==> src/rtl/core/npcm_pkg.sv <==
// ----------------------------------------------------------------------------
// npcm_pkg: shared types and constants for the n-gram prefix count merger
// Beat payloads, queue entry, operation/status/register codes.
// ----------------------------------------------------------------------------
`default_nettype none

package npcm_pkg;

  localparam int InWords      = 6;   // word ids per input beat
  localparam int OutWords     = 5;   // word ids per result beat
  localparam int WordW        = 16;
  localparam int CountW       = 32;
  localparam int CfgW         = 3;   // widest config register
  localparam int CfgIdxW      = 1;
  localparam int MaxWordsDef  = 6;
  localparam int QueueDepthDef = 4;

  // input operation codes
  localparam logic OpRecord = 1'b0;
  localparam logic OpFlush  = 1'b1;

  // result status codes
  localparam logic StatusGroup    = 1'b0;
  localparam logic StatusOrderErr = 1'b1;

  // config register indexes
  localparam logic [CfgIdxW-1:0] CfgNWords = 1'b0;
  localparam logic [CfgIdxW-1:0] CfgMWords = 1'b1;

  localparam logic [CfgW-1:0] NWordsRst = 3'd3;
  localparam logic [CfgW-1:0] MWordsRst = 3'd2;

  typedef enum logic {
    KindRecord = 1'b0,
    KindFlush  = 1'b1
  } npcm_kind_e;

  typedef struct packed {
    logic              operation;
    logic [WordW-1:0]  word_0;
    logic [WordW-1:0]  word_1;
    logic [WordW-1:0]  word_2;
    logic [WordW-1:0]  word_3;
    logic [WordW-1:0]  word_4;
    logic [WordW-1:0]  word_5;
    logic [CountW-1:0] occurrences;
  } npcm_rec_t;

  typedef struct packed {
    logic              status;
    logic [WordW-1:0]  gram_word_0;
    logic [WordW-1:0]  gram_word_1;
    logic [WordW-1:0]  gram_word_2;
    logic [WordW-1:0]  gram_word_3;
    logic [WordW-1:0]  gram_word_4;
    logic [CountW-1:0] group_total;
  } npcm_res_t;

  // classified item handed from front to back
  typedef struct packed {
    npcm_kind_e                     kind;
    logic [InWords-1:0]             cmp_mask;  // positions in the order check
    logic [OutWords-1:0]            pre_mask;  // positions in the prefix
    logic [InWords-1:0][WordW-1:0]  words;
    logic [CountW-1:0]              count;
  } npcm_item_t;

endpackage

`default_nettype wire

==> src/rtl/core/npcm_stream_if.sv <==
// ----------------------------------------------------------------------------
// npcm_stream_if: valid/ready stream channel
// One beat moves at a rising edge with valid and ready both high.
// ----------------------------------------------------------------------------
`default_nettype none

interface npcm_stream_if #(
  parameter type payload_t = logic
) ();
  logic     valid;
  logic     ready;
  payload_t data;

  modport source (output valid, output data, input ready);
  modport sink   (input valid, input data, output ready);
endinterface

`default_nettype wire

==> src/rtl/core/npcm_queue.sv <==
// ----------------------------------------------------------------------------
// npcm_queue: small register FIFO between front and back
// Show-ahead read, full/empty from an occupancy count.
// ----------------------------------------------------------------------------
`default_nettype none

module npcm_queue #(
  parameter int WIDTH = 8,
  parameter int DEPTH = 4
) (
  input  wire logic             clk_i,
  input  wire logic             rst_ni,
  input  wire logic             push_i,
  input  wire logic [WIDTH-1:0] wdata_i,
  output logic                  full_o,
  input  wire logic             pop_i,
  output logic [WIDTH-1:0]      rdata_o,
  output logic                  empty_o
);

  localparam int PtrW = (DEPTH > 1) ? $clog2(DEPTH) : 1;
  localparam int CntW = $clog2(DEPTH + 1);

  logic [DEPTH-1:0][WIDTH-1:0] mem_q;
  logic [PtrW-1:0] wr_ptr_q, wr_ptr_d, rd_ptr_q, rd_ptr_d;
  logic [CntW-1:0] cnt_q, cnt_d;
  logic do_push, do_pop;

  assign full_o  = (cnt_q == CntW'(DEPTH));
  assign empty_o = (cnt_q == '0);
  assign do_push = push_i & ~full_o;
  assign do_pop  = pop_i & ~empty_o;
  assign rdata_o = mem_q[rd_ptr_q];

  always_comb begin
    wr_ptr_d = wr_ptr_q;
    rd_ptr_d = rd_ptr_q;
    cnt_d    = cnt_q;
    if (do_push) begin
      wr_ptr_d = (wr_ptr_q == PtrW'(DEPTH - 1)) ? '0 : wr_ptr_q + 1'b1;
    end
    if (do_pop) begin
      rd_ptr_d = (rd_ptr_q == PtrW'(DEPTH - 1)) ? '0 : rd_ptr_q + 1'b1;
    end
    if (do_push && !do_pop) begin
      cnt_d = cnt_q + 1'b1;
    end else if (do_pop && !do_push) begin
      cnt_d = cnt_q - 1'b1;
    end
  end

  always_ff @(posedge clk_i or negedge rst_ni) begin
    if (!rst_ni) begin
      wr_ptr_q <= '0;
      rd_ptr_q <= '0;
      cnt_q    <= '0;
    end else begin
      wr_ptr_q <= wr_ptr_d;
      rd_ptr_q <= rd_ptr_d;
      cnt_q    <= cnt_d;
    end
  end

  always_ff @(posedge clk_i) begin
    if (do_push) begin
      mem_q[wr_ptr_q] <= wdata_i;
    end
  end

endmodule

`default_nettype wire

==> src/rtl/core/npcm_front.sv <==
// ----------------------------------------------------------------------------
// npcm_front: config registers and input classification
// Decodes the operation and turns n/m into compare and prefix masks.
// ----------------------------------------------------------------------------
`default_nettype none

module npcm_front import npcm_pkg::*; #(
  parameter int MAX_WORDS = MaxWordsDef
) (
  input  wire logic               clk_i,
  input  wire logic               rst_ni,
  input  wire logic               cfg_we_i,
  input  wire logic [CfgIdxW-1:0] cfg_idx_i,
  input  wire logic [CfgW-1:0]    cfg_wdata_i,
  npcm_stream_if.sink             rec_i,
  output logic                    q_push_o,
  output npcm_item_t              q_item_o,
  input  wire logic               q_full_i
);

  logic [CfgW-1:0] n_words_q, n_words_d, m_words_q, m_words_d;
  logic [CfgW-1:0] eff_n, eff_m;
  npcm_rec_t rec;

  assign rec = rec_i.data;

  always_comb begin
    n_words_d = n_words_q;
    m_words_d = m_words_q;
    if (cfg_we_i) begin
      unique case (cfg_idx_i)
        CfgNWords: n_words_d = cfg_wdata_i;
        CfgMWords: m_words_d = cfg_wdata_i;
        default:   ;
      endcase
    end
  end

  always_ff @(posedge clk_i or negedge rst_ni) begin
    if (!rst_ni) begin
      n_words_q <= NWordsRst;
      m_words_q <= MWordsRst;
    end else begin
      n_words_q <= n_words_d;
      m_words_q <= m_words_d;
    end
  end

  // clamp: 2 <= n <= MAX_WORDS, 1 <= m <= n-1
  always_comb begin
    eff_n = n_words_q;
    if (eff_n > CfgW'(MAX_WORDS)) begin
      eff_n = CfgW'(MAX_WORDS);
    end
    if (eff_n < 3'd2) begin
      eff_n = 3'd2;
    end
    eff_m = m_words_q;
    if (eff_m >= eff_n) begin
      eff_m = eff_n - 3'd1;
    end
    if (eff_m == '0) begin
      eff_m = 3'd1;
    end
  end

  always_comb begin
    q_item_o = '0;
    unique case (rec.operation)
      OpRecord: q_item_o.kind = KindRecord;
      OpFlush:  q_item_o.kind = KindFlush;
      default:  q_item_o.kind = KindRecord;
    endcase
    for (int i = 0; i < InWords; i++) begin
      q_item_o.cmp_mask[i] = (CfgW'(i) < eff_n);
    end
    for (int i = 0; i < OutWords; i++) begin
      q_item_o.pre_mask[i] = (CfgW'(i) < eff_m);
    end
    q_item_o.words[0] = rec.word_0;
    q_item_o.words[1] = rec.word_1;
    q_item_o.words[2] = rec.word_2;
    q_item_o.words[3] = rec.word_3;
    q_item_o.words[4] = rec.word_4;
    q_item_o.words[5] = rec.word_5;
    q_item_o.count    = rec.occurrences;
  end

  assign q_push_o    = rec_i.valid;
  assign rec_i.ready = ~q_full_i;

endmodule

`default_nettype wire

==> src/rtl/core/npcm_back.sv <==
// ----------------------------------------------------------------------------
// npcm_back: group state, order check, saturating total, result register
// Retires one queued item per cycle while the result slot can take it.
// ----------------------------------------------------------------------------
`default_nettype none

module npcm_back import npcm_pkg::*; #(
  parameter int MAX_WORDS = MaxWordsDef
) (
  input  wire logic       clk_i,
  input  wire logic       rst_ni,
  input  wire logic       q_valid_i,
  input  wire npcm_item_t q_item_i,
  output logic            q_pop_o,
  npcm_stream_if.source res_o
);

  logic [MAX_WORDS-1:0][WordW-1:0] prev_q, prev_d;
  logic [InWords-1:0][WordW-1:0]   prev_ext;
  logic [CountW-1:0] sum_q, sum_d;
  logic [CountW:0]   sum_wide;
  logic have_q, have_d, halted_q, halted_d;
  logic res_valid_q, res_valid_d, res_load;
  npcm_res_t res_q, res_d, grp;
  logic order_err, decided, same;

  // slot free or draining this cycle
  assign q_pop_o = q_valid_i & (~res_valid_q | res_o.ready);

  for (genvar g = 0; g < InWords; g++) begin : g_prev
    if (g < MAX_WORDS) begin : g_kept
      assign prev_ext[g] = prev_q[g];
    end else begin : g_none
      assign prev_ext[g] = '0;
    end
  end

  // first differing compared position decides the order
  always_comb begin
    order_err = 1'b0;
    decided   = 1'b0;
    for (int i = 0; i < InWords; i++) begin
      if (q_item_i.cmp_mask[i] && !decided) begin
        if (q_item_i.words[i] < prev_ext[i]) begin
          order_err = 1'b1;
          decided   = 1'b1;
        end else if (q_item_i.words[i] > prev_ext[i]) begin
          decided = 1'b1;
        end
      end
    end
    same = 1'b1;
    for (int i = 0; i < OutWords; i++) begin
      if (q_item_i.pre_mask[i] && (q_item_i.words[i] != prev_ext[i])) begin
        same = 1'b0;
      end
    end
  end

  assign sum_wide = {1'b0, sum_q} + {1'b0, q_item_i.count};

  always_comb begin
    grp             = '0;
    grp.status      = StatusGroup;
    grp.gram_word_0 = q_item_i.pre_mask[0] ? prev_ext[0] : '0;
    grp.gram_word_1 = q_item_i.pre_mask[1] ? prev_ext[1] : '0;
    grp.gram_word_2 = q_item_i.pre_mask[2] ? prev_ext[2] : '0;
    grp.gram_word_3 = q_item_i.pre_mask[3] ? prev_ext[3] : '0;
    grp.gram_word_4 = q_item_i.pre_mask[4] ? prev_ext[4] : '0;
    grp.group_total = sum_q;
  end

  always_comb begin
    halted_d = halted_q;
    have_d   = have_q;
    sum_d    = sum_q;
    prev_d   = prev_q;
    res_load = 1'b0;
    res_d    = grp;
    if (q_pop_o && !halted_q) begin
      unique case (q_item_i.kind)
        KindFlush: begin
          if (have_q) begin
            res_load = 1'b1;
            have_d   = 1'b0;
            sum_d    = '0;
          end
        end
        KindRecord: begin
          if (!have_q) begin
            have_d = 1'b1;
            sum_d  = q_item_i.count;
            for (int i = 0; i < MAX_WORDS; i++) begin
              prev_d[i] = q_item_i.words[i];
            end
          end else if (order_err) begin
            res_load     = 1'b1;
            res_d        = '0;
            res_d.status = StatusOrderErr;
            halted_d     = 1'b1;
          end else begin
            for (int i = 0; i < MAX_WORDS; i++) begin
              prev_d[i] = q_item_i.words[i];
            end
            if (same) begin
              sum_d = sum_wide[CountW] ? '1 : sum_wide[CountW-1:0];
            end else begin
              res_load = 1'b1;
              sum_d    = q_item_i.count;
            end
          end
        end
        default: ;
      endcase
    end
  end

  assign res_valid_d = res_load | (res_valid_q & ~res_o.ready);

  always_ff @(posedge clk_i or negedge rst_ni) begin
    if (!rst_ni) begin
      have_q      <= 1'b0;
      halted_q    <= 1'b0;
      sum_q       <= '0;
      res_valid_q <= 1'b0;
    end else begin
      have_q      <= have_d;
      halted_q    <= halted_d;
      sum_q       <= sum_d;
      res_valid_q <= res_valid_d;
    end
  end

  always_ff @(posedge clk_i) begin
    prev_q <= prev_d;
    if (res_load) begin
      res_q <= res_d;
    end
  end

  assign res_o.valid = res_valid_q;
  assign res_o.data  = res_q;

`ifndef SYNTH
  a_halt_sticky : assert property (@(posedge clk_i) disable iff (!rst_ni)
    halted_q |=> halted_q)
    else $error("halt flag cleared without reset");

  a_halt_quiet : assert property (@(posedge clk_i) disable iff (!rst_ni)
    $past(halted_q) |-> !$rose(res_valid_q))
    else $error("new result after order error");

  a_group_close : assert property (@(posedge clk_i) disable iff (!rst_ni)
    $fell(have_q) |-> $past(q_pop_o && q_item_i.kind == KindFlush))
    else $error("group closed by something other than a flush");

  a_err_zero : assert property (@(posedge clk_i) disable iff (!rst_ni)
    (res_valid_q && res_q.status == StatusOrderErr) |-> (res_q.group_total == '0))
    else $error("order error result carries a total");
`endif

endmodule

`default_nettype wire

==> src/rtl/core/ngram_prefix_count_merger_core.sv <==
// ----------------------------------------------------------------------------
// ngram_prefix_count_merger_core: sorted n-gram stream reduced by m-id prefix
// Path: a taken record or flush beat is written into the queue; the back end
// then retires it into the result reg. Throughput: one beat per cycle while
// the queue has room; queue and result register decouple sides. Rate is set
// by the back end retiring one item per cycle while the result slot is free.
// Reset: async, active low; clears group state, halt flag, queue, n=3, m=2.
// ----------------------------------------------------------------------------
`default_nettype none

module ngram_prefix_count_merger_core import npcm_pkg::*; #(
  parameter int MAX_WORDS   = MaxWordsDef,   // 2..6 ids taking part in compares
  parameter int QUEUE_DEPTH = QueueDepthDef  // front-to-back queue entries
) (
  input  wire logic               clk_i,
  input  wire logic               rst_ni,
  input  wire logic               cfg_we_i,
  input  wire logic [CfgIdxW-1:0] cfg_idx_i,
  input  wire logic [CfgW-1:0]    cfg_wdata_i,
  npcm_stream_if.sink             rec_i,
  npcm_stream_if.source           res_o
);

  // Front: holds n/m, classifies each input beat into a queue entry that
  // already carries its compare mask (first n ids) and prefix mask (first m).
  logic       f_push;
  npcm_item_t f_item;
  logic       q_full, q_empty, b_pop;
  logic [$bits(npcm_item_t)-1:0] q_rdata;
  npcm_item_t q_item;

  npcm_front #(
    .MAX_WORDS (MAX_WORDS)
  ) u_front (
    .clk_i       (clk_i),
    .rst_ni      (rst_ni),
    .cfg_we_i    (cfg_we_i),
    .cfg_idx_i   (cfg_idx_i),
    .cfg_wdata_i (cfg_wdata_i),
    .rec_i       (rec_i),
    .q_push_o    (f_push),
    .q_item_o    (f_item),
    .q_full_i    (q_full)
  );

  // Queue: lets the input keep streaming while a result beat is stalled.
  npcm_queue #(
    .WIDTH ($bits(npcm_item_t)),
    .DEPTH (QUEUE_DEPTH)
  ) u_queue (
    .clk_i   (clk_i),
    .rst_ni  (rst_ni),
    .push_i  (f_push),
    .wdata_i (f_item),
    .full_o  (q_full),
    .pop_i   (b_pop),
    .rdata_o (q_rdata),
    .empty_o (q_empty)
  );

  assign q_item = npcm_item_t'(q_rdata);

  // Back: previous record, running total, halt flag; order check against
  // the previous record, group emit on prefix change or flush. Result beats
  // sit in a register; the back end stalls only while one waits unaccepted,
  // and the queue absorbs input meanwhile.
  npcm_back #(
    .MAX_WORDS (MAX_WORDS)
  ) u_back (
    .clk_i     (clk_i),
    .rst_ni    (rst_ni),
    .q_valid_i (~q_empty),
    .q_item_i  (q_item),
    .q_pop_o   (b_pop),
    .res_o     (res_o)
  );

endmodule

`default_nettype wire

==> src/flat_wrapper.sv <==
// flat-port wrapper written by rule: the top's interface ports become plain ports
module ngram_prefix_count_merger_core_flat import npcm_pkg::*;
#(
  parameter int MAX_WORDS   = MaxWordsDef,                                      
  parameter int QUEUE_DEPTH = QueueDepthDef                                
)
  (clk_i, rst_ni, cfg_we_i, cfg_idx_i, cfg_wdata_i, rec_i_valid, rec_i_data, rec_i_ready, res_o_valid, res_o_data, res_o_ready);
  npcm_stream_if #(.payload_t(npcm_rec_t)) rec_i_i ();
  npcm_stream_if #(.payload_t(npcm_res_t)) res_o_i ();
  input  wire logic clk_i;
  input  wire logic rst_ni;
  input  wire logic cfg_we_i;
  input  wire logic [CfgIdxW-1:0] cfg_idx_i;
  input  wire logic [CfgW-1:0] cfg_wdata_i;
  input wire logic [$bits(rec_i_i.valid)-1:0] rec_i_valid;
  input wire logic [$bits(rec_i_i.data)-1:0] rec_i_data;
  output wire logic [$bits(rec_i_i.ready)-1:0] rec_i_ready;
  output wire logic [$bits(res_o_i.valid)-1:0] res_o_valid;
  output wire logic [$bits(res_o_i.data)-1:0] res_o_data;
  input wire logic [$bits(res_o_i.ready)-1:0] res_o_ready;
  assign rec_i_i.valid = rec_i_valid;
  assign rec_i_i.data = rec_i_data;
  assign rec_i_ready = rec_i_i.ready;
  assign res_o_valid = res_o_i.valid;
  assign res_o_data = res_o_i.data;
  assign res_o_i.ready = res_o_ready;
  ngram_prefix_count_merger_core #(.MAX_WORDS(MAX_WORDS), .QUEUE_DEPTH(QUEUE_DEPTH)) u_core (.clk_i(clk_i), .rst_ni(rst_ni), .cfg_we_i(cfg_we_i), .cfg_idx_i(cfg_idx_i), .cfg_wdata_i(cfg_wdata_i), .rec_i(rec_i_i), .res_o(res_o_i));
endmodule
==> config.mk <==
export PLATFORM = sky130hd
export DESIGN_NAME = ngram_prefix_count_merger_core_flat
export DESIGN_NICKNAME = d
export VERILOG_FILES = /design/src/rtl/core/npcm_pkg.sv /design/src/rtl/core/npcm_stream_if.sv /design/src/rtl/core/npcm_queue.sv /design/src/rtl/core/npcm_front.sv /design/src/rtl/core/npcm_back.sv /design/src/rtl/core/ngram_prefix_count_merger_core.sv /design/src/flat_wrapper.sv
export SDC_FILE = /design/constraint.sdc
export NUM_CORES = 1
export LEC_CHECK = 0
export ABC_AREA = 1
export BUFFER_PORTS_ARGS = -buffer_cell sky130_fd_sc_hd__clkbuf_2
export CORE_MARGIN = 4
export CORE_UTILIZATION = 35
export CTS_CLUSTER_DIAMETER = 80
export DETAILED_ROUTE_END_ITERATION = 8
export HOLD_SLACK_MARGIN = 0.02
export PLACE_DENSITY = 0.61
export SYNTH_ARGS = -nofsm -noshare
export SYNTH_HDL_FRONTEND = slang
export SYNTH_HIERARCHICAL = 1
export SYNTH_SLANG_ARGS = --single-unit
export TNS_END_PERCENT = 50
==> constraint.sdc <==
create_clock -name clk_i -period 6.9 [get_ports clk_i]
set_input_delay 1.035 -clock clk_i [delete_from_list [all_inputs] [get_ports clk_i]]
set_output_delay 1.035 -clock clk_i [all_outputs]
set_load 0.05 [all_outputs]
### Word-level counts from Yosys, hierarchy flattened

Index checks and enable logic that the tools add are counted.

| cells by class | value |
|---|---|
| bitwise operators | 15 |
| $add $sub $neg | 6 |
| divide/modulo/power cells | 0 |
| reduce and logical (&&, ||, !) cells | 31 |
| shifts and indexed selects | 0 |
| order comparisons | 28 |
| equal/unequal tests | 11 |
| muxes and demuxes | 70 |
| multipliers | 0 |

Operators with widths:

| cell | number |
|---|---|
| $bwmux W560 | 1 |
| $mux W112 | 3 |
| $bmux W140 S2 | 1 |
| $demux W140 S2 | 1 |
| $mux W140 | 2 |
| $mux W96 | 2 |
| $mux W32 | 5 |
| $mux W113 | 1 |
| $lt A16 B16 Y1 | 6 |
| $gt A16 B16 Y1 | 5 |
| $mux W16 | 5 |
| $ne A16 B16 Y1 | 5 |
| $pmux W32 S2 | 1 |
| $mux W1 | 37 |
| $add A32 B32 Y33 | 1 |
| $mux W3 | 6 |
| $logic_and A1 B1 Y1 | 14 |
| $lt A1 B3 Y1 const A | 4 |
| $lt A2 B3 Y1 const A | 4 |
| $lt A3 B3 Y1 const A | 3 |
| $not A1 Y1 | 9 |
| $logic_not A1 Y1 | 8 |
| $logic_not A3 Y1 | 2 |
| $lt A2 B3 Y1 const B | 2 |
| other kinds (21) | 33 |

| storage, ports and cells | value |
|---|---|
| output and inout port bits | 115 |
| ROM bits | 0 |
| RAM bits | 0 |
| input port bits | 138 |
| memories kept | 0 |
| register bits after elaboration | 817 |
| latch bits | 0 |

### Logic depth before layout (Yosys ltp)

Gate-level depths: netlist (run 1).

| logic depth | value |
|---|---|
| word-level depth | 26 |
| gate-level depth with buffers | 29 |

### By module

Netlist (run 1), hierarchy kept.

By module, submodules not included:

| module | cells each | times used | area an instance (um^2) | seq. area each (um^2) |
|---|---|---|---|---|
| npcm_queue | 1695 | 1 | 23318.6 | 16991.3 |
| npcm_back | 1403 | 1 | 13479.2 | 7151.9 |
| npcm_front | 196 | 1 | 1445.1 | 153.9 |
| ngram_prefix_count_merger_core | 1 | 1 | 3.8 | 0.0 |

### Worst setup path after synthesis (run 1)

Ideal clock, no wire load.

| timing | value |
|---|---|
| path type | in2reg |
| from | input rec_i_valid |
| to | register u_core/u_queue/mem_q[0] (netlist bit), enable pin |
| path buffers | 1 |
| arrival | 7090 ps |
| path slack | -831 ps |
| setup time | 642 ps |
| stages | 3 |
| cell sequence | buf_4 nand2_1 nor2_1 |

| on the way | value |
|---|---|
| longest elaborated chain between the ends | 1 |

RTL lines:

| item | RTL line | source |
|---|---|---|
| start, declared | flat_wrapper.sv:15 | `input wire logic [$bits(rec_i_i.valid)-1:0] rec_i_valid;` |
| $and A1 B1 Y1 | npcm_queue.sv:31 | `assign do_push = push_i & ~full_o;` |
| end signal, assigned by index | npcm_queue.sv:66 | `mem_q[wr_ptr_q] <= wdata_i;` |
| end, declared | npcm_queue.sv:24 | `logic [DEPTH-1:0][WIDTH-1:0] mem_q;` |

Every way passes these cells.
A chain may end at the register's enable or synchronous reset.

==> flow_metrics.py, run 1 <==
metrics = {
    "cells_and_area": {
        "finalNonFillerCells": 4913,
        "multiInputGateArea_mm2": 0.0102,
        "area_growth_pct": 12.1,
        "final_util": 0.395,
        "final_nets": 3696,
        "fillers": 10400,
        "seq_area_mm2": 0.0243,
        "drive_gt1_frac": 0.173,
    },
    "yosys": {
        "synthXorXnorAreaFrac": 0.00572,
        "syn-instance-count": 3295,
        "yosys.area.top_type": "edfxtp_1",
        "synthAdderAreaFrac": 0.0459,
        "ys_top_cells_by_area": "edfxtp_1, nand2_1, inv_1, o211ai_2, ha_1",
        "synth_top_area_share": 0.604,
        "muxShareOfSynthArea": 0,
        "synthesis.area_per_instance_um2": 11.6,
        "synth.distinct_cells": 54,
        "ys_ff_latch": 817,
        "yosysSeqAreaShare": 0.635,
        "yosysWarnings": 6,
        "synth_area_mm2": 0.0382,
        "synth-compound-area-share": 0.103,
        "synth_top_family_by_area": "simple AND/OR/NAND/NOR gates",
        "synth-simple-area-share": 0.111,
    },
    "clock_tree": {
        "cts_root_buf": "clkbuf_16",
        "numCtsBuffers": 89,
        "clk-insertion-delay-late_ps": 680,
        "postCtsSetupRepairBufs": 0,
        "htreeDepth": 3,
        "cts_resized": 0,
        "cts_tree": "done",
        "clk_pin_slew_ps": 70,
        "ctsHoldBuffers": 0,
        "clock_sinks": 817,
        "clockBufferDepth": 3,
    },
    "detailed_routing": {
        "wl_um": 88300,
        "drtIter0Drc": 1475,
        "drt_pass1_iterations": 5,
        "ant_nets": 0,
        "drcViolationCount": 0,
        "via_per_inst": 4.67,
        "routedWlPerCell_um": 18.0,
        "vias": 23000,
    },
    "global_route": {
        "grt_max_degree": 117,
        "antenna_found_initial": 11,
        "grt_pass1_wl_um": 136000,
        "grt_usage": 0.152,
        "grt_use_met2": 0.256,
        "grt_util_met3": 0.0321,
        "gr-max-usage-layer": "met2",
        "overflow": 0,
        "grt_pass1_vias": 22900,
        "grt.met1_usage": 0.198,
    },
    "power_and_ir_drop": {
        "irDropWorstVdd_v": 0.000231,
        "total_leakage_power_uw": 0.0176,
        "fin_total_pwr_uw": 17000,
        "power_density_mw_per_mm2": 396,
    },
    "status": {
        "status": "finished clean",
    },
    "sta": {
        "finalClockSkew_ps": 61.3,
        "finalCriticalPeriod_ps": 5290,
        "fmax_mhz": 189,
        "finalSetupTns_ps": 0,
        "drv_slew": 0,
        "final-hold-violation-count": 0,
        "fin_hold_ws_ps": 453,
        "finalSetupViolCount": 0,
        "max_slew.worst_pin.slew_ps": 1240,
        "grt_setup_unrepaired": "false",
        "slew_headroom": 0.175,
        "period_share": 0.766,
    },
    "worst_setup_path": {
        "critPathRequiredTime_ps": 7240,
        "rrSetupSlack_ps": 1610,
        "rr_startpoint": "u_core/u_queue/rd_ptr_q[0]",
        "start_kind": "register",
        "arrival_ps": 5630,
        "r2r_cells": 20,
        "crit_path_end_kind": "register",
        "setup.worst_path.start": "u_core/u_queue/rd_ptr_q[0]",
        "worstPathMaxFanout": 63,
        "critical_path_class": "register to register",
        "worst_r2r_endpoint": "u_core/u_back/res_o.data[28]",
    },
    "job": {
        "maxCapViolations": 0,
    },
    "worst_hold_path": {
        "holdCritStartpoint": "u_core/u_back/halted_q",
        "hold_depth": 2,
        "min_path_type": "register to register",
        "hold-path-endpoint": "u_core/u_back/halted_q",
    },
    "placement": {
        "place.gp.congestion": 0.926,
        "placed_cells": 4742,
        "hpwl_um": 57700,
        "numPortBuffers": 252,
    },
    "floorplanning": {
        "initial_core_util": 0.352,
        "die-area_mm2": 0.115,
        "io_pins": 253,
        "core_area_mm2": 0.109,
        "dieHeight_um": 339,
        "num_rows": 121,
        "die_w_um": 339,
    },
}
-- cell usage after synthesis, drive strengths merged --
master   number
nor4          3
o31a          1
dfrtp        45
a211oi        3
clkinv        1
o2111ai       1
nand4        12
ha          137
edfxtp      769
fa            2
a22oi         1
nand3        67
o21a          6
a21o          5
nand2       747
inv         534
nor2        207
clkbuf       26
xor2         10
o22ai         1
buf         223
a21oi        90
o211ai      282
a2bb2oi      15
nand3b        2
o21ai        54
nor3         12
dfstp         3
xnor2        15
o21bai        8
and3          4
conb          1
or2           4
a31oi         2
a21boi        2
-- layer usage --
layer  routed length, um  part of all wire
met1               39000              0.44
met5                  68           0.00077
met3                4780             0.054
met4                1920             0.022
met2               42500              0.48
-- metrics by stage --
stage          worst slack, ps  area (um2)
6_report                  1610       42900
5_1_grt                   1110       42900
4_1_cts                   1510       42900
3_5_place_dp              1570       39900
3_3_place_gp              1600       39900
2_1_floorplan             -831       38300
-- flip-flops by register name, indices dropped and copies added (netlist names) --
register and cells:
u_core/u_back/prev_ext 96, u_core/u_back/halted_q 1, u_core/u_back/res_o.valid 1, u_core/u_back/res_o.data 113
u_core/u_queue/wr_ptr_q 2, u_core/u_queue/rd_ptr_q 2, u_core/u_front/m_words_q 3, u_core/u_back/sum_q 32
u_core/u_queue/mem_q 560, u_core/u_queue/cnt_q 3, u_core/u_back/have_q 1, u_core/u_front/n_words_q 3
-- logic make-up after synthesis --
logic type | count (synthesis)
and+or+nand+nor | 1058
other | 1
xor gates and xnor gates | 25
adders and majority gates | 139
AOI/OAI and AO/OA | 471
buffers and inverters | 784
DFF | 817
-- worst max-delay path by stage --
stage	end	cells past startpoint
finish	u_core/u_back/res_o.data[28]	20
global route	u_core/u_back/res_o.data[28]	20
CTS	u_core/u_back/res_o.data[14]	20
detailed placement	u_core/u_back/res_o.data[76]	20
global placement	u_core/u_back/res_o.data[112]	19
floorplan	u_core/u_queue/mem_q[0]	3
-- cells in the final DEF, fill, tap and decap left out, drive strengths merged, types with 28 or more instances in the layout --
cell	synthesis	layout
edfxtp	769	769
dfrtp	45	45
clkinv	1	47
ha	137	137
nor2	207	207
a21oi	90	90
clkbuf	26	351
o211ai	282	282
inv	534	540
nand2	747	747
o21ai	54	54
buf	223	28
nand3	67	67
-- critical path, cell delays in order (launching register included) --
cell and delay, ps:
dfrtp_4 860, buf_12 370, buf_4 380, nand2_1 90, o211ai_1 80, nand2_1 100
ha_1 300, nand2_1 70, nor2_1 160, nand2_1 110, inv_1 110, and3_1 230
nand2_1 70, nand2_1 50, nand3_1 160, nor2_1 190, nand2_1 150, nand2_4 150
nand3_4 170, inv_1 950, nor2_1 110
-- report_power, final --
part	total [uW]	switching, uW	internal, uW
registers	6630	264	6370
logic	5550	3800	1750
clock network	4800	2020	2780
total	17000	6080	10900
-- area by class of cell --
type                    instances  share of cell area
diodes                          5            0.000292
clock buffers                  99              0.0530
clock inverters                67              0.0166
inverters                     535              0.0471
multi-input cells            1696               0.238
flip-flops and latches        817               0.567
well taps                    1414              0.0412
repair buffers                280              0.0375
(Power assumes the default switching activity.)
==> inputs of run 2 (changes only) <==
--- a/config.mk
+++ b/config.mk
@@ -5,7 +5,7 @@
 export SDC_FILE = /design/constraint.sdc
 export NUM_CORES = 1
 export LEC_CHECK = 0
-export ABC_AREA = 1
+export ABC_AREA = 0
 export BUFFER_PORTS_ARGS = -buffer_cell sky130_fd_sc_hd__clkbuf_2
 export CORE_MARGIN = 4
 export CORE_UTILIZATION = 35
==> constraint.sdc (replaced) <==
create_clock -name clk_i -period 4.3 [get_ports clk_i]
set_input_delay 0.645 -clock clk_i [delete_from_list [all_inputs] [get_ports clk_i]]
set_output_delay 0.645 -clock clk_i [all_outputs]
set_load 0.05 [all_outputs]
==> run 2 against run 1 <==
The run now ends with negative setup slack left. Maximum frequency rose by 19%. Hold slack lost 320 ps. Largest cell class unchanged. Final cell count shrank 24%. Count of clock-buffer cells in the layout is 13 higher. Sequential share of layout area rose by 0.53 points. Clock skew down 39 ps. Non-clock buffer count grew 131. Highest routed layer unchanged. Sequential power increased by 76%. Largest power group is now combinational cells.
==> flow_metrics.py, run 2 <==
metrics = {
    "status": {
        "status": "finished, violations left",
        "violations": "negative setup slack",
    },
    "detailed_routing": {
        "drt_pass1_iterations": 5,
        "via_per_inst": 5.03,
        "wl_um": 84400,
        "ant_nets": 0,
        "drtIter0Drc": 1366,
        "routedWlPerCell_um": 22.6,
        "drcViolationCount": 0,
        "vias": 18800,
    },
    "worst_setup_path": {
        "worst_r2r_endpoint": "u_core/u_back/res_o.data[57]",
        "r2r_cells": 15,
        "max_stage_delay_ps": 600,
        "start_kind": "register",
        "cpLargestDelayFamily": "simple AND/OR/NAND/NOR gates",
        "critPathBufInv": 5,
        "cp_cell_sequence": "buf_12, buf_16, buf_12, buf_6, mux4_2, ha_4, a21oi_2, nand2_1, a211o_1, or4_4, o211ai_4, a31oi_4, or4_4, buf_12, and3_1",
        "worstPathMaxFanout": 56,
        "critical_path_class": "register to register",
        "slowest_stage": "or4_4",
        "crit_path_end_kind": "register",
        "rr_startpoint": "u_core/u_queue/rd_ptr_q[0]",
        "rrSetupSlack_ps": -150,
        "crit_top_cell": "buf_12",
        "critPathRequiredTime_ps": 4690,
        "arrival_ps": 4850,
    },
    "yosys": {
        "ys_top_cells_by_area": "edfxtp_1, mux4_2, ha_1, dfrtp_1, buf_4",
        "yosysWarnings": 6,
        "synthAdderAreaFrac": 0.0501,
        "synth_top_area_share": 0.660,
        "synth-async-reset-ratio": 0.0588,
        "yosys.area.top_type": "edfxtp_1",
        "synth.distinct_cells": 69,
        "syn-instance-count": 2061,
        "synth_area_mm2": 0.0350,
        "ys_ff_latch": 817,
        "synth-compound-area-share": 0.0442,
        "synthesis.area_per_instance_um2": 17.0,
        "muxShareOfSynthArea": 0.0947,
        "synthXorXnorAreaFrac": 0.00701,
        "synth_top_family_by_area": "multiplexers",
        "yosysMostFrequentCell": "edfxtp_1",
        "yosysSeqAreaShare": 0.694,
        "synth-edff-count": 769,
        "synth-simple-area-share": 0.0559,
        "ys_top_cells_by_count": "edfxtp_1, mux4_2, ha_1",
        "synth-main-ff-cell": "edfxtp_1",
    },
    "cells_and_area": {
        "layout_common_cells": "edfxtp_1, clkbuf_2, mux4_2",
        "largest_register": "u_core/u_queue/mem_q",
        "largest_register_ffs": 560,
        "drive_gt1_frac": 0.329,
        "final_nets": 2643,
        "final_common_cell": "edfxtp_1",
        "area_growth_pct": 21.4,
        "design_area_mm2": 0.0425,
    },
    "power_and_ir_drop": {
        "netSwitchingPower_uw": 11200,
        "pwr-share-seq": 0.361,
        "total_leakage_power_uw": 0.0158,
        "power_density_mw_per_mm2": 764,
        "comb_power_share": 0.411,
        "swShare": 0.344,
        "internal_power_uw": 21300,
        "pwr-share-clk": 0.227,
        "irDropWorstVdd_v": 0.000379,
    },
    "floorplanning": {
        "die-area_mm2": 0.105,
        "initial_core_util": 0.354,
        "core_area_mm2": 0.0989,
        "dieHeight_um": 324,
        "io_pins": 253,
        "die_w_um": 324,
        "num_rows": 115,
    },
    "global_route": {
        "antenna_found_initial": 18,
        "overflow": 0,
        "grt_max_degree": 79,
        "grt_pass1_vias": 19500,
        "grt_usage": 0.155,
        "grt_pass1_wl_um": 122000,
    },
    "clock_tree": {
        "cts_root_buf": "clkbuf_16",
        "ctsHoldBuffers": 0,
        "htreeDepth": 3,
        "cts_tree": "done",
        "numCtsBuffers": 89,
        "clock_sinks": 817,
        "clockBufferDepth": 3,
        "clk-insertion-delay-late_ps": 640,
        "clk_pin_slew_ps": 50,
    },
    "sta": {
        "final-hold-violation-count": 0,
        "grt_setup_unrepaired": "true",
        "finalCriticalPeriod_ps": 4450,
        "slew_headroom": 0.347,
        "finalClockSkew_ps": 22.1,
        "max_slew.worst_pin.slew_ps": 971,
        "finalSetupTns_ps": -19980,
        "fin_ws_ps": -153,
        "drv_slew": 0,
        "finalSetupViolCount": 262,
        "fmax_mhz": 225,
        "fin_hold_ws_ps": 135,
        "period_share": 1.04,
    },
    "worst_hold_path": {
        "min_path_type": "input pin to asynchronous set/reset pin",
    },
    "job": {
        "maxCapViolations": 0,
    },
    "placement": {
        "numPortBuffers": 252,
        "place.gp.congestion": 0.849,
        "hpwl_um": 54100,
        "placed_area_mm2": 0.0377,
    },
}
[run 2: cell count changes in the layout (fill, tap and decap cells not counted), sizes merged, moves of 30 or more]
cell and delta:
nand2 -683, inv -415, o211ai -273, mux4 +140, nor2 -132, buf +115, and3 +86, nand3 -49
and2 +38, a21o +30, a21oi -30
[run 2: power groups by stage]
stage                     registers (uW)  clock network [uW]  logic [uW]
after floorplan                    12400                   0        7370
after global placement             11800                   0       11200
after detailed placement           11900                   0       11500
after CTS                          11700                7580       12300
after global routing               11900                7940       14600
final                              11700                7380       13400
[run 2: layout make-up]
type | count | area (um2)
clock buffers | 112 | 2390
well taps | 1287 | 1610
flip-flops and latches | 817 | 24300
inverters | 126 | 477
clock inverters | 49 | 435
repair buffers | 411 | 3520
multi-input cells | 921 | 9730
diodes | 10 | 25.0
fillers | 8591 | 56400
[run 2: routing by layer]
metal,vias to the layer above,routed length (um),GRT usage
met3,129,5690,0.0416
met2,471,42100,0.265
li1,8516,-,-
met4,14,1870,0.0433
met5,-,99,0
met1,9665,34700,0.196
[run 2: cell families after synthesis]
logic type,Yosys count
mux,155
fa+ha+maj,139
buf+inv,325
other cells,1
compound gates,229
simple gates,367
flops,817
xor+xnor,28
[run 2: how the worst max path moves through the flow]
stage / from / end / slack, ps / cells after the start
3_5_place_dp: u_core/u_queue/rd_ptr_q[0] / u_core/u_back/res_o.data[9] / -310 / 13
3_3_place_gp: u_core/u_queue/rd_ptr_q[0] / u_core/u_back/res_o.data[19] / -260 / 14
6_report: u_core/u_queue/rd_ptr_q[0] / u_core/u_back/res_o.data[57] / -150 / 15
2_1_floorplan: u_core/u_queue/rd_ptr_q[0] / u_core/u_back/res_o.data[0] / -1820 / 12
5_1_grt: u_core/u_queue/rd_ptr_q[0] / u_core/u_back/res_o.data[57] / -300 / 14
4_1_cts: u_core/u_queue/rd_ptr_q[0] / u_core/u_back/res_o.data[15] / -90 / 17
[run 2: timing repair]
action	CTS	global route
pin swaps	11	52
gates cloned	7	14
setup endpoints to repair	356	354
gates resized for setup	47	147
buffers inserted	22	20
[run 2: through the flow]
step,util,total power (uW),std cells,worst slack (ps)
final,0.430,32500,3733,-153
after global routing,0.430,34400,3725,-297
after CTS,0.417,31600,3691,-90.7
after detailed placement,0.381,23300,3502,-309
after global placement,0.381,23000,3502,-256
after floorplan,-,19800,2063,-1820
[run 2: worst reg2reg max path: cells and delay by family (launching register included)]
family          cells  cell delay (ps)
compound gates      4              750
fa+ha+maj           1              280
buf+inv             5              740
mux                 1              470
simple gates        4             1460
flops               1              510
